[src/rtl/core/cra_pkg.sv]
// Package for the compacting region allocator.
// Holds the slot table constants, the request and response structs and the codes.
// No dependencies.
`timescale 1ns / 1ps

package cra_pkg;

  // Slot table size and width of stored offsets.
  localparam int SLOTS     = 8;
  localparam int ADDR_BITS = 16;

  // Derived widths.
  localparam int IDX_W  = (SLOTS > 1) ? $clog2(SLOTS) : 1;
  localparam int CNT_W  = $clog2(SLOTS + 1);
  localparam int LEN_W  = 16;
  localparam int USED_W = LEN_W + $clog2(SLOTS);

  localparam logic [15:0] POOL_RESET = 16'd4096;

  // Request operation codes.
  typedef enum logic [1:0] {
    OP_ENSURE  = 2'd0,
    OP_RELEASE = 2'd1,
    OP_QUERY   = 2'd2
  } op_t;

  // Response codes.
  localparam logic KIND_MOVE      = 1'b0;
  localparam logic KIND_STATUS    = 1'b1;
  localparam logic STATUS_OK      = 1'b0;
  localparam logic STATUS_NOSPACE = 1'b1;

  typedef struct packed {
    logic [1:0]  op;
    logic [2:0]  slot;
    logic [15:0] needed;
  } req_t;

  typedef struct packed {
    logic        kind;
    logic        status;
    logic [15:0] move_src;
    logic [15:0] move_dst;
    logic [15:0] move_len;
    logic [15:0] region_offset;
    logic [15:0] used_bytes;
    logic        last;
  } rsp_t;

  // One slot table entry: offset and extent.
  typedef struct packed {
    logic [ADDR_BITS-1:0] off;
    logic [LEN_W-1:0]     ext;
  } entry_t;

  typedef enum logic [2:0] {
    ST_IDLE,
    ST_LOOK,
    ST_SCAN,
    ST_PICK,
    ST_MOVE,
    ST_REPLY
  } state_t;

endpackage

[src/rtl/core/compacting_region_allocator.sv]
// Compacting region allocator: top level with the slot table memory and sequencer.
// Depends on cra_pkg for types, codes and table size.
//
// Usage: requests enter on req_valid/req_stall with a req_t payload (op, slot,
// needed). Responses leave on rsp_valid/rsp_stall as rsp_t items. An ensure
// that must grow or create a region within the pool produces one move command per
// shifted member, in ascending offset order, followed by one final status with
// last set; every other request produces a single final status. The external mover
// must copy data in the order the moves are given.
// Steps: a request is taken in idle, its table entry is read and classified in the
// look state, and its status is loaded into the output register in the reply state.
// A compacting ensure makes one scan of the slot table per member plus one,
// each scan reading the table memory one entry a cycle, and issues each move
// from the move state before the next scan.
// The next request is taken only after the current one has handed over its
// final status to the output register, which may still be waiting.
// Reset clears all slot valid marks, the used byte count and the pool size to 4096;
// the table memory needs no clearing. While the receiver stalls, the output register
// holds its response and the sequencer waits before loading another. The pool size
// register must be written with cfg_wr_en/cfg_wr_data only while idle; unenforced.
`timescale 1ns / 1ps

module compacting_region_allocator
  import cra_pkg::*;
(
  input  logic        clk,
  input  logic        rst,
  input  logic        req_valid,
  output logic        req_stall,
  input  req_t        req,
  output logic        rsp_valid,
  input  logic        rsp_stall,
  output rsp_t        rsp,
  input  logic        cfg_wr_en,
  input  logic [15:0] cfg_wr_data
);

  state_t state, state_next;

  // Slot table memory and registered read port.
  entry_t mem [SLOTS];
  entry_t rd_data;
  logic             mem_we;
  logic [IDX_W-1:0] mem_wa;
  entry_t           mem_wd;
  logic [IDX_W-1:0] mem_ra;

  logic [SLOTS-1:0]     slot_valid;
  logic [SLOTS-1:0]     done;
  logic [15:0]          pool;
  logic [USED_W-1:0]    used;
  req_t                 req_r;
  logic [ADDR_BITS-1:0] cursor;
  logic [CNT_W-1:0]     cnt;
  logic                 have;
  logic [IDX_W-1:0]     best_idx;
  logic [ADDR_BITS-1:0] best_off;
  logic [LEN_W-1:0]     best_ext;
  logic                 rep_nospace;
  logic [ADDR_BITS-1:0] rep_off;

  logic              out_free;
  logic              out_load;
  rsp_t              out_data;
  logic [IDX_W-1:0]  req_idx;
  logic              slot_ok;
  logic              cur_valid;
  logic [USED_W-1:0] others;
  logic [USED_W-1:0] others_plus;
  logic              lk_bypass, lk_free, lk_keep, lk_nofit, lk_compact;
  logic              scan_end;
  logic [IDX_W-1:0]  e_idx;
  logic              cand;

  assign out_free  = !rsp_valid || !rsp_stall;
  assign req_stall = (state != ST_IDLE);
  assign req_idx   = IDX_W'(req_r.slot);
  assign slot_ok   = (int'(req_r.slot) < SLOTS);
  assign cur_valid = slot_valid[req_idx];

  // Classify the request once the addressed entry has been read.
  always_comb begin
    others      = used - (cur_valid ? USED_W'(rd_data.ext) : '0);
    others_plus = others + USED_W'(req_r.needed);
    lk_bypass   = !slot_ok || !((req_r.op == OP_ENSURE) || (req_r.op == OP_RELEASE));
    lk_free     = !lk_bypass && ((req_r.op == OP_RELEASE) || (req_r.needed == '0));
    lk_keep     = !lk_bypass && !lk_free && cur_valid && (req_r.needed <= rd_data.ext);
    lk_nofit    = !lk_bypass && !lk_free && !lk_keep && (others_plus > USED_W'(pool));
    lk_compact  = !lk_bypass && !lk_free && !lk_keep && !lk_nofit;
  end

  // Scan evaluation: the entry read in the previous cycle is a candidate
  // when it is a valid, unplaced member with the lowest offset so far.
  assign scan_end = (cnt == CNT_W'(SLOTS));
  assign e_idx    = IDX_W'(cnt - CNT_W'(1));
  assign cand     = (state == ST_SCAN) && (cnt != '0) && slot_valid[e_idx] &&
                    (e_idx != req_idx) && !done[e_idx] &&
                    (!have || (rd_data.off < best_off));

  // Next state.
  always_comb begin
    state_next = state;
    case (state)
      ST_IDLE:  if (req_valid) state_next = ST_LOOK;
      ST_LOOK:  state_next = lk_compact ? ST_SCAN : ST_REPLY;
      ST_SCAN:  if (scan_end) state_next = ST_PICK;
      ST_PICK: begin
        if (!have) state_next = ST_REPLY;
        else if (best_off == cursor) state_next = ST_SCAN;
        else state_next = ST_MOVE;
      end
      ST_MOVE:  if (out_free) state_next = ST_SCAN;
      ST_REPLY: if (out_free) state_next = ST_IDLE;
      default:  state_next = ST_IDLE;
    endcase
  end

  // Memory controls and response loading.
  always_comb begin
    mem_we   = 1'b0;
    mem_wa   = req_idx;
    mem_wd   = '{off: cursor, ext: req_r.needed};
    mem_ra   = '0;
    out_load = 1'b0;
    out_data = '0;
    case (state)
      ST_IDLE: mem_ra = IDX_W'(req.slot);
      ST_LOOK: begin
        if (lk_keep) begin
          mem_we = 1'b1;
          mem_wd = '{off: rd_data.off, ext: req_r.needed};
        end
      end
      ST_SCAN: begin
        if (cnt < CNT_W'(SLOTS)) mem_ra = IDX_W'(cnt);
      end
      ST_PICK: begin
        if (!have) mem_we = 1'b1;
      end
      ST_MOVE: begin
        if (out_free) begin
          mem_we   = 1'b1;
          mem_wa   = best_idx;
          mem_wd   = '{off: cursor, ext: best_ext};
          out_load = 1'b1;
          out_data.kind     = KIND_MOVE;
          out_data.status   = STATUS_OK;
          out_data.move_src = 16'(best_off);
          out_data.move_dst = 16'(cursor);
          out_data.move_len = 16'(best_ext);
        end
      end
      ST_REPLY: begin
        if (out_free) begin
          out_load = 1'b1;
          out_data.kind          = KIND_STATUS;
          out_data.status        = rep_nospace ? STATUS_NOSPACE : STATUS_OK;
          out_data.region_offset = 16'(rep_off);
          out_data.used_bytes    = used[15:0];
          out_data.last          = 1'b1;
        end
      end
      default: ;
    endcase
  end

  // Slot table memory with a registered read port.
  always_ff @(posedge clk) begin
    if (mem_we) mem[mem_wa] <= mem_wd;
    rd_data <= mem[mem_ra];
  end

  // Control state.
  always_ff @(posedge clk) begin
    if (rst) begin
      state      <= ST_IDLE;
      slot_valid <= '0;
      used       <= '0;
      pool       <= POOL_RESET;
      rsp_valid  <= 1'b0;
    end else begin
      state <= state_next;
      if (cfg_wr_en) pool <= cfg_wr_data;
      if (out_load) rsp_valid <= 1'b1;
      else if (!rsp_stall) rsp_valid <= 1'b0;
      case (state)
        ST_LOOK: begin
          if (lk_free && cur_valid) begin
            slot_valid[req_idx] <= 1'b0;
            used <= used - USED_W'(rd_data.ext);
          end else if (lk_keep) begin
            used <= others_plus;
          end else if (lk_compact) begin
            used <= others_plus;
          end
        end
        ST_PICK: begin
          if (!have) slot_valid[req_idx] <= 1'b1;
        end
        default: ;
      endcase
    end
  end

  // Request, scan and response payload registers.
  always_ff @(posedge clk) begin
    if (out_load) rsp <= out_data;
    case (state)
      ST_IDLE: begin
        if (req_valid) req_r <= req;
      end
      ST_LOOK: begin
        rep_nospace <= lk_nofit;
        rep_off     <= lk_keep ? rd_data.off : '0;
        done        <= '0;
        cursor      <= '0;
        cnt         <= '0;
      end
      ST_SCAN: begin
        if (cnt == '0) have <= 1'b0;
        if (cand) begin
          have     <= 1'b1;
          best_idx <= e_idx;
          best_off <= rd_data.off;
          best_ext <= rd_data.ext;
        end
        if (!scan_end) cnt <= cnt + CNT_W'(1);
      end
      ST_PICK: begin
        cnt <= '0;
        if (!have) begin
          rep_off <= cursor;
        end else begin
          done[best_idx] <= 1'b1;
          if (best_off == cursor) cursor <= cursor + ADDR_BITS'(best_ext);
        end
      end
      ST_MOVE: begin
        if (out_free) cursor <= cursor + ADDR_BITS'(best_ext);
      end
      default: ;
    endcase
  end

`ifndef ASSERT_OFF
  // A shifted member always carries data.
  a_move_len: assert property (@(posedge clk) disable iff (rst)
    (rsp_valid && rsp.kind == KIND_MOVE) |-> (rsp.move_len != '0))
    else $error("move command with zero length");

  // The requesting slot is never compacted as a member of its own request.
  a_pick_self: assert property (@(posedge clk) disable iff (rst)
    (state == ST_PICK && have) |-> (best_idx != req_idx))
    else $error("requesting slot picked during compaction");

  // Compaction never runs past the end of the pool.
  a_cursor: assert property (@(posedge clk) disable iff (rst)
    (state == ST_PICK) |-> (USED_W'(cursor) <= USED_W'(pool)))
    else $error("compaction cursor beyond pool size");

  // A move command is always followed by more results in the same request.
  a_move_then_scan: assert property (@(posedge clk) disable iff (rst)
    (state == ST_MOVE && out_free) |=> (state == ST_SCAN && rsp.last == 1'b0))
    else $error("move command not followed by a new scan");
`endif

endmodule
[config.mk]
export PLATFORM = sky130hd
export DESIGN_NAME = compacting_region_allocator
export DESIGN_NICKNAME = d
export VERILOG_FILES = /design/src/rtl/core/cra_pkg.sv /design/src/rtl/core/compacting_region_allocator.sv
export SDC_FILE = /design/constraint.sdc
export NUM_CORES = 1
export LEC_CHECK = 0
export BUFFER_PORTS_ARGS = -buffer_cell sky130_fd_sc_hd__buf_2
export CORE_MARGIN = 2
export CORE_UTILIZATION = 47
export CTS_CLUSTER_SIZE = 8
export DETAILED_ROUTE_END_ITERATION = 12
export PLACE_DENSITY = 0.65
export SLEW_MARGIN = 20
export SYNTH_ARGS = -nofsm -noshare
export SYNTH_HDL_FRONTEND = slang
export SYNTH_SLANG_ARGS = --single-unit
[constraint.sdc]
create_clock -name clk -period 8.9 [get_ports clk]
set_clock_uncertainty 0.2 [all_clocks]
set_input_delay 0.89 -clock clk [delete_from_list [all_inputs] [get_ports clk]]
set_output_delay 0.89 -clock clk [all_outputs]
set_load 0.02 [all_outputs]
==> results.yml, run 1 <==
placed_design:
  gp_congestion: 0.917
  dp.cells: 2840
  dp_hpwl_um: 40900
  port_buffers: 126
worst_setup_path:
  critPathMaxStageDelay_ns: 0.66
  r2r-end: "used[18]"
  rrSetupSlack_ns: 1.61
  cp_num_cells: 26
  cpMaxStageDelayCell: "edfxtp_1"
  reg2reg_depth: 26
  r2r_start: "req_idx[1]"
  crit_buf_inv: 3
  worstSetupPathType: "register to register"
  crit_family: "compound AO/OA/AOI/OAI gates"
  cp.required_ns: 9.20
  crit_fanout: 35
  startpoint_type: "register"
  end_kind: "register"
  critPathLaunch: "req_idx[1]"
  arrival_ns: 7.59
clocking:
  cts_sinks: 519
  post_cts_buffers: 0
  cts.path.max_buffers: 3
  postCtsHoldBufs: 0
  root_buffer: "clkbuf_16"
  cts_tree: "built"
  cts_resized: 0
  clkSlewWorstSetupHoldPaths_ns: 0.05
  clock_latency_ns: 0.61
  cts_buffers: 74
  htree_num_levels: 3
logic_synthesis:
  synth.ff_latch_count: 519
  synth_commonest_cells: "edfxtp_1 (440), nand2_1 (334), nand3_1 (178)"
  synth_edf_count: 440
  ys_seq_area_share_pct: 61.4
  syn_nets: 2258
  yosysTopAreaCell: "edfxtp_1"
  avgSynthCellArea_um2: 11.5
  synthesis.area_mm2: 0.0241
  synth_top_flop_cell: "edfxtp_1"
  yosys.cell_count.top_type: "edfxtp_1"
  netlist.area_leader.share_pct: 54.8
  synth_area_leaders: "edfxtp_1 (55%), dfxtp_1 (6.6%), nand2_1 (5.2%)"
  synth_cells: 2098
  ys_types: 75
  async_flop_share_pct: 0
  yosysWarnings: 0
grt:
  grt.total_usage_pct: 23.7
  grt_pass1_vias: 16389
  grt_max_degree: 97
  grt_pass1_wl_um: 95600
  grt_antenna_before_repair: 0
  grt-ovfl-total: 0
floorplan:
  die_x_um: 231
  pin_count: 127
  core_mm2: 0.0510
  start_util_pct: 47.3
  die-area_mm2: 0.0531
  die_h_um: 231
  num_rows: 83
route:
  routed-via-count: 16848
  ant_nets: 0
  first_pass_iters: 5
  first_iter_violations: 1572
  drc: 0
  avgViaCountPerCell: 5.67
  wl_um: 63000
  routedWlPerCell_um: 21.2
sta:
  fin_tns_setup_ns: 0
  slew_headroom_pct: 24.0
  timing.final.hold_violations: 0
  fmax_mhz: 137
  finalMaxSlewViolations: 0
  setup_viol: 0
  fin_crit_sh_pct: 81.9
  period_minus_slack_ns: 7.29
  tightestPinTransition_ns: 1.14
  rsz0062_at_grt: "false"
finish:
  instances_no_fill: 2972
  antenna_cells: 0
  syn2layout_area_growth_pct: 15.0
  drive_gt1_share_pct: 12.4
  nets: 2397
min_path:
  hold_path_class: "register to register"
  holdPathEnd: "best_ext[14]"
  min_path_cells: 0
  min_from: "rd_data[14]"
pwr:
  power_leakage_uw: 0.0108
  powerDensity_mw_per_mm2: 251
  vdd_drop_max_mv: 0.143
outcome:
  status: "completed"
flow_run:
  cap_violations: 0
-- area by class of cell --
class | count | area (um^2)
Fill cell | 4323 | 23300
Sequential cell | 519 | 14800
Multi-Input combinational cell | 1345 | 8540
Clock buffer | 126 | 2070
Timing Repair Buffer | 154 | 872
Tap cell | 680 | 851
Inverter | 143 | 538
Clock inverter | 5 | 70.1
-- metal layers --
metal | vias to the layer above | global-route usage [%] | routed length, um
li1 | 7785 | - | -
met4 | 0 | 9.19 | 1980
met3 | 133 | 3.78 | 4340
met5 | - | 0 | 0
met1 | 8311 | 33.1 | 27600
met2 | 619 | 37.1 | 29100
-- power by group --
group / internal [uW] / switching (uW) / leakage (uW)
clock: 1570 / 1020 / 0.00102
sequential: 2890 / 170 / 0.00471
combinational: 449 / 845 / 0.00510
total: 4910 / 2040 / 0.0108
-- registers in the layout (all words and copies together), names as in the netlist, named ones only --
| name | cells |
|---|---|
| rsp | 82 |
| cursor | 16 |
| used | 19 |
| have | 1 |
| done | 8 |
| cnt | 4 |
| best_idx | 3 |
| state | 3 |
| rd_data | 32 |
| rep_off | 16 |
| rsp_valid | 1 |
| best_off | 16 |
| rep_nospace | 1 |
| req_r | 18 |
| mem | 256 |
| pool | 16 |
| best_ext | 16 |
| req_idx | 3 |
-- worst max path at each step --
stage	endpoint
finish	used[18]
global route	used[18]
CTS	used[18]
detailed placement	used[18]
global placement	used[18]
floorplan	used[18]
-- placed cells by master, fill, tap and decap left out, types with 55 or more instances in the layout --
master / synthesis / routed
edfxtp_1: 440 / 440
nand2_1: 334 / 334
nand3_1: 178 / 178
inv_1: 143 / 142
nor2_1: 139 / 130
buf_2: 4 / 126
ha_1: 100 / 100
dfxtp_1: 79 / 79
clkbuf_16: 0 / 75
o21ai_0: 62 / 62
a21oi_1: 57 / 56
and2_1: 55 / 55
-- worst register-to-register path, stage by stage, from the launching register on --
cell and delay (ns):
edfxtp_1 0.66, mux4_2 0.58, mux2i_2 0.65, buf_4 0.32, nor2b_1 0.07, ha_1 0.27
inv_1 0.05, ha_1 0.21, inv_1 0.08, fa_1 0.20, nor2b_1 0.07, o31a_1 0.32
o221ai_2 0.22, or2b_1 0.25, a21o_1 0.20, a31oi_1 0.21, xnor2_1 0.17, ha_1 0.28
a21oi_1 0.19, nor2b_1 0.07, o21ai_0 0.16, nand2b_1 0.08, a221o_1 0.39, a221oi_4 0.41
a2bb2oi_4 0.31, or2_0 0.32, a32o_1 0.25
-- cells by family after synthesis --
| group | synth area share, % |
|---|---|
| xor gates and xnor gates | 2.10 |
| and+or+nand+nor | 15.5 |
| adders and majority gates | 6.68 |
| buffers and inverters | 3.71 |
| AOI/OAI and AO/OA | 8.58 |
| muxes | 2.06 |
| DFF | 61.4 |
-- through the flow --
step / util, % / power, uW / hold WS, ns / area (um^2) / setup WS (ns)
5_1_grt: 54.4 / 7230 / 0.248 / 27700 / 1.27
3_5_place_dp: 50.1 / 4370 / 0.219 / 25600 / 1.72
4_1_cts: 54.3 / 6970 / 0.226 / 27700 / 1.70
3_3_place_gp: 50.1 / 4330 / 0.220 / 25500 / 1.93
2_1_floorplan: - / 3920 / 0.208 / 24100 / 2.57
6_report: 54.4 / 6950 / 0.239 / 27700 / 1.61
Note: power is estimated with default switching activity, not from simulation.
==> run 2, diff against run 1 <==
--- a/config.mk
+++ b/config.mk
@@ -10,7 +10,7 @@
 export CORE_UTILIZATION = 47
 export CTS_CLUSTER_SIZE = 8
 export DETAILED_ROUTE_END_ITERATION = 12
-export PLACE_DENSITY = 0.65
+export PLACE_DENSITY = 0.67
 export SLEW_MARGIN = 20
 export SYNTH_ARGS = -nofsm -noshare
 export SYNTH_HDL_FRONTEND = slang
==> constraint.sdc (replaced) <==
create_clock -name clk -period 6 [get_ports clk]
set_clock_uncertainty 0.2 [all_clocks]
set_input_delay 0.6 -clock clk [delete_from_list [all_inputs] [get_ports clk]]
set_output_delay 0.6 -clock clk [all_outputs]
set_load 0.02 [all_outputs]
==> run 2 against run 1 <==
Core utilization rose by 2.0 points. Clock power rose by 49%. First-iteration DRC count fell by 0.64%. Worst hold slack got worse by 0.20 ns. Largest power group unchanged. Flip-flop and latch count did not move. Sequential power rose by 48%. Largest cell class unchanged. The flow now finishes with violations (setup timing).
==> results.yml, run 2 (same netlist as run 1, synthesis figures left out) <==
outcome:
  status: "finished with violations"
  violations: "setup timing"
pwr:
  combPwrFrac_pct: 20.0
  power_leakage_uw: 0.0113
  vdd_drop_max_mv: 0.176
  swShare_pct: 29.2
  seqPwrFrac_pct: 43.2
  power.switching_uw: 3060
  p_int_uw: 7430
  powerDensity_mw_per_mm2: 365
  p_clk_share_pct: 36.8
finish:
  drive_gt1_share_pct: 16.2
  multi_input_area_mm2: 0.00876
  n_fill_cell: 4148
  largest_register: "mem"
  reg_top3: "mem (256), rsp (82), rd_data (32)"
  largest_register_ffs: 256
  final_common_cell: "edfxtp_1"
  nets: 2484
  seqCellArea_mm2: 0.0148
  fin_util_pct: 56.4
  syn2layout_area_growth_pct: 19.2
  finalInstanceArea_mm2: 0.0287
  final_cell_mix: "edfxtp_1 (440), nand2_1 (334), nand3_1 (178)"
  antenna_cells: 0
placed_design:
  port_buffers: 126
  gp_congestion: 0.888
  dp_hpwl_um: 41800
  place_area_mm2: 0.0261
worst_setup_path:
  crit_fanout: 8
  end_kind: "register"
  critPathMaxStageDelay_ns: 0.55
  cp.required_ns: 6.24
  arrival_ns: 6.29
  cpMaxStageDelayCell: "mux4_2"
  worstSetupPathType: "register to register"
  startpoint_type: "register"
floorplan:
  start_util_pct: 47.3
  die_h_um: 231
  pin_count: 127
  num_rows: 83
  core_mm2: 0.0510
  die_x_um: 231
  die-area_mm2: 0.0531
clocking:
  cts_sinks: 519
  clkSlewWorstSetupHoldPaths_ns: 0.05
  htree_num_levels: 3
  clock_latency_ns: 0.60
  cts_tree: "built"
  cts.path.max_buffers: 3
  root_buffer: "clkbuf_16"
  cts_buffers: 74
grt:
  grt.total_usage_pct: 23.5
  grt_max_degree: 65
  grt_pass1_vias: 16537
  grt_pass1_wl_um: 95400
  grt_antenna_before_repair: 1
  grt-ovfl-total: 0
sta:
  setup_viol: 6
  timing.final.hold_violations: 0
  finalMaxSlewViolations: 0
  slew_headroom_pct: 30.7
  tightestPinTransition_ns: 1.04
  fin_tns_setup_ns: -0.131
  whs_ns: 0.0344
  finalWorstSetupSlack_ns: -0.0520
  rsz0062_at_grt: "true"
  fin_crit_sh_pct: 101
  fmax_mhz: 165
  period_minus_slack_ns: 6.05
route:
  drc: 0
  first_iter_violations: 1562
  first_pass_iters: 6
  routedWlPerCell_um: 20.7
  wl_um: 63400
  avgViaCountPerCell: 5.61
  ant_nets: 0
  routed-via-count: 17158
min_path:
  hold_path_class: "primary input to register"
flow_run:
  cap_violations: 0
## run 2: cell types whose count changed in the layout (fill, tap and decap cells not counted), sizes merged
| cell | change |
|---|---|
| buf | +66 |
| clkbuf | +3 |
| clkinv | -1 |
| dlygate4sd3 | +18 |
## run 2: critical path: cells and delay by family, from the launching register on
kind	cells	cell delay, ns
AO/OA/AOI/OAI	11	2.33
adder cells (fa/ha/maj)	4	0.94
multiplexers	2	0.75
buffers and inverters	5	0.63
AND/OR/NAND/NOR	5	0.49
flip-flops	1	0.41
XOR/XNOR	1	0.17
## run 2: area by class of cell
type | count | area share (%)
inverters | 143 | 1.87
clock inverters | 4 | 0.226
repair buffers | 241 | 5.74
well taps | 680 | 2.96
flip-flops and latches | 519 | 51.5
multi-input cells | 1345 | 30.5
clock buffers | 126 | 7.27
## run 2: final timing paths
| check | cells past startpoint | slack, ns | to | from |
|---|---|---|---|---|
| hold / removal | 3 | 0.03 | pool[3] | cfg_wr_data[3] |
| hold reg to reg | 0 | 0.23 | best_ext[12] | rd_data[12] |
| setup / recovery | 28 | -0.05 | used[15] | req_idx[1] |
| setup reg to reg | 28 | -0.05 | used[15] | req_idx[1] |
## run 2: stage by stage
step / power (uW) / worst slack [ns] / instances
2_1_floorplan: 5820 / 0.00745 / 2098
3_3_place_gp: 6530 / -0.0364 / 2901
3_5_place_dp: 6580 / -0.171 / 2901
4_1_cts: 10500 / -0.0226 / 3051
5_1_grt: 10900 / -0.240 / 3058
6_report: 10500 / -0.0520 / 3058
## run 2: what timing repair did
action / 4_1_cts / 5_1_grt
setup endpoints to repair: 21 / 22
resized for setup: 7 / 38
hold endpoints to repair: 18 / 0
hold buffers: 18 / 0
gates cloned: 0 / 3
setup buffers: 2 / 4
pin swaps: 6 / 31
## run 2: per-layer routing
metal	GRT usage (%)	part of all wire, %
met5	0	0.019
met4	9.92	3.1
met3	4.26	8.4
met2	35.9	46
met1	33.1	43
## run 2: power by group through the flow
stage	Sequential [uW]	Clock, uW	Combinational, uW
global placement	4580	0	1950
CTS	4520	3920	2030
global route	4540	4080	2310
finish	4530	3860	2100
floorplan	4530	0	1290
detailed placement	4590	0	1990
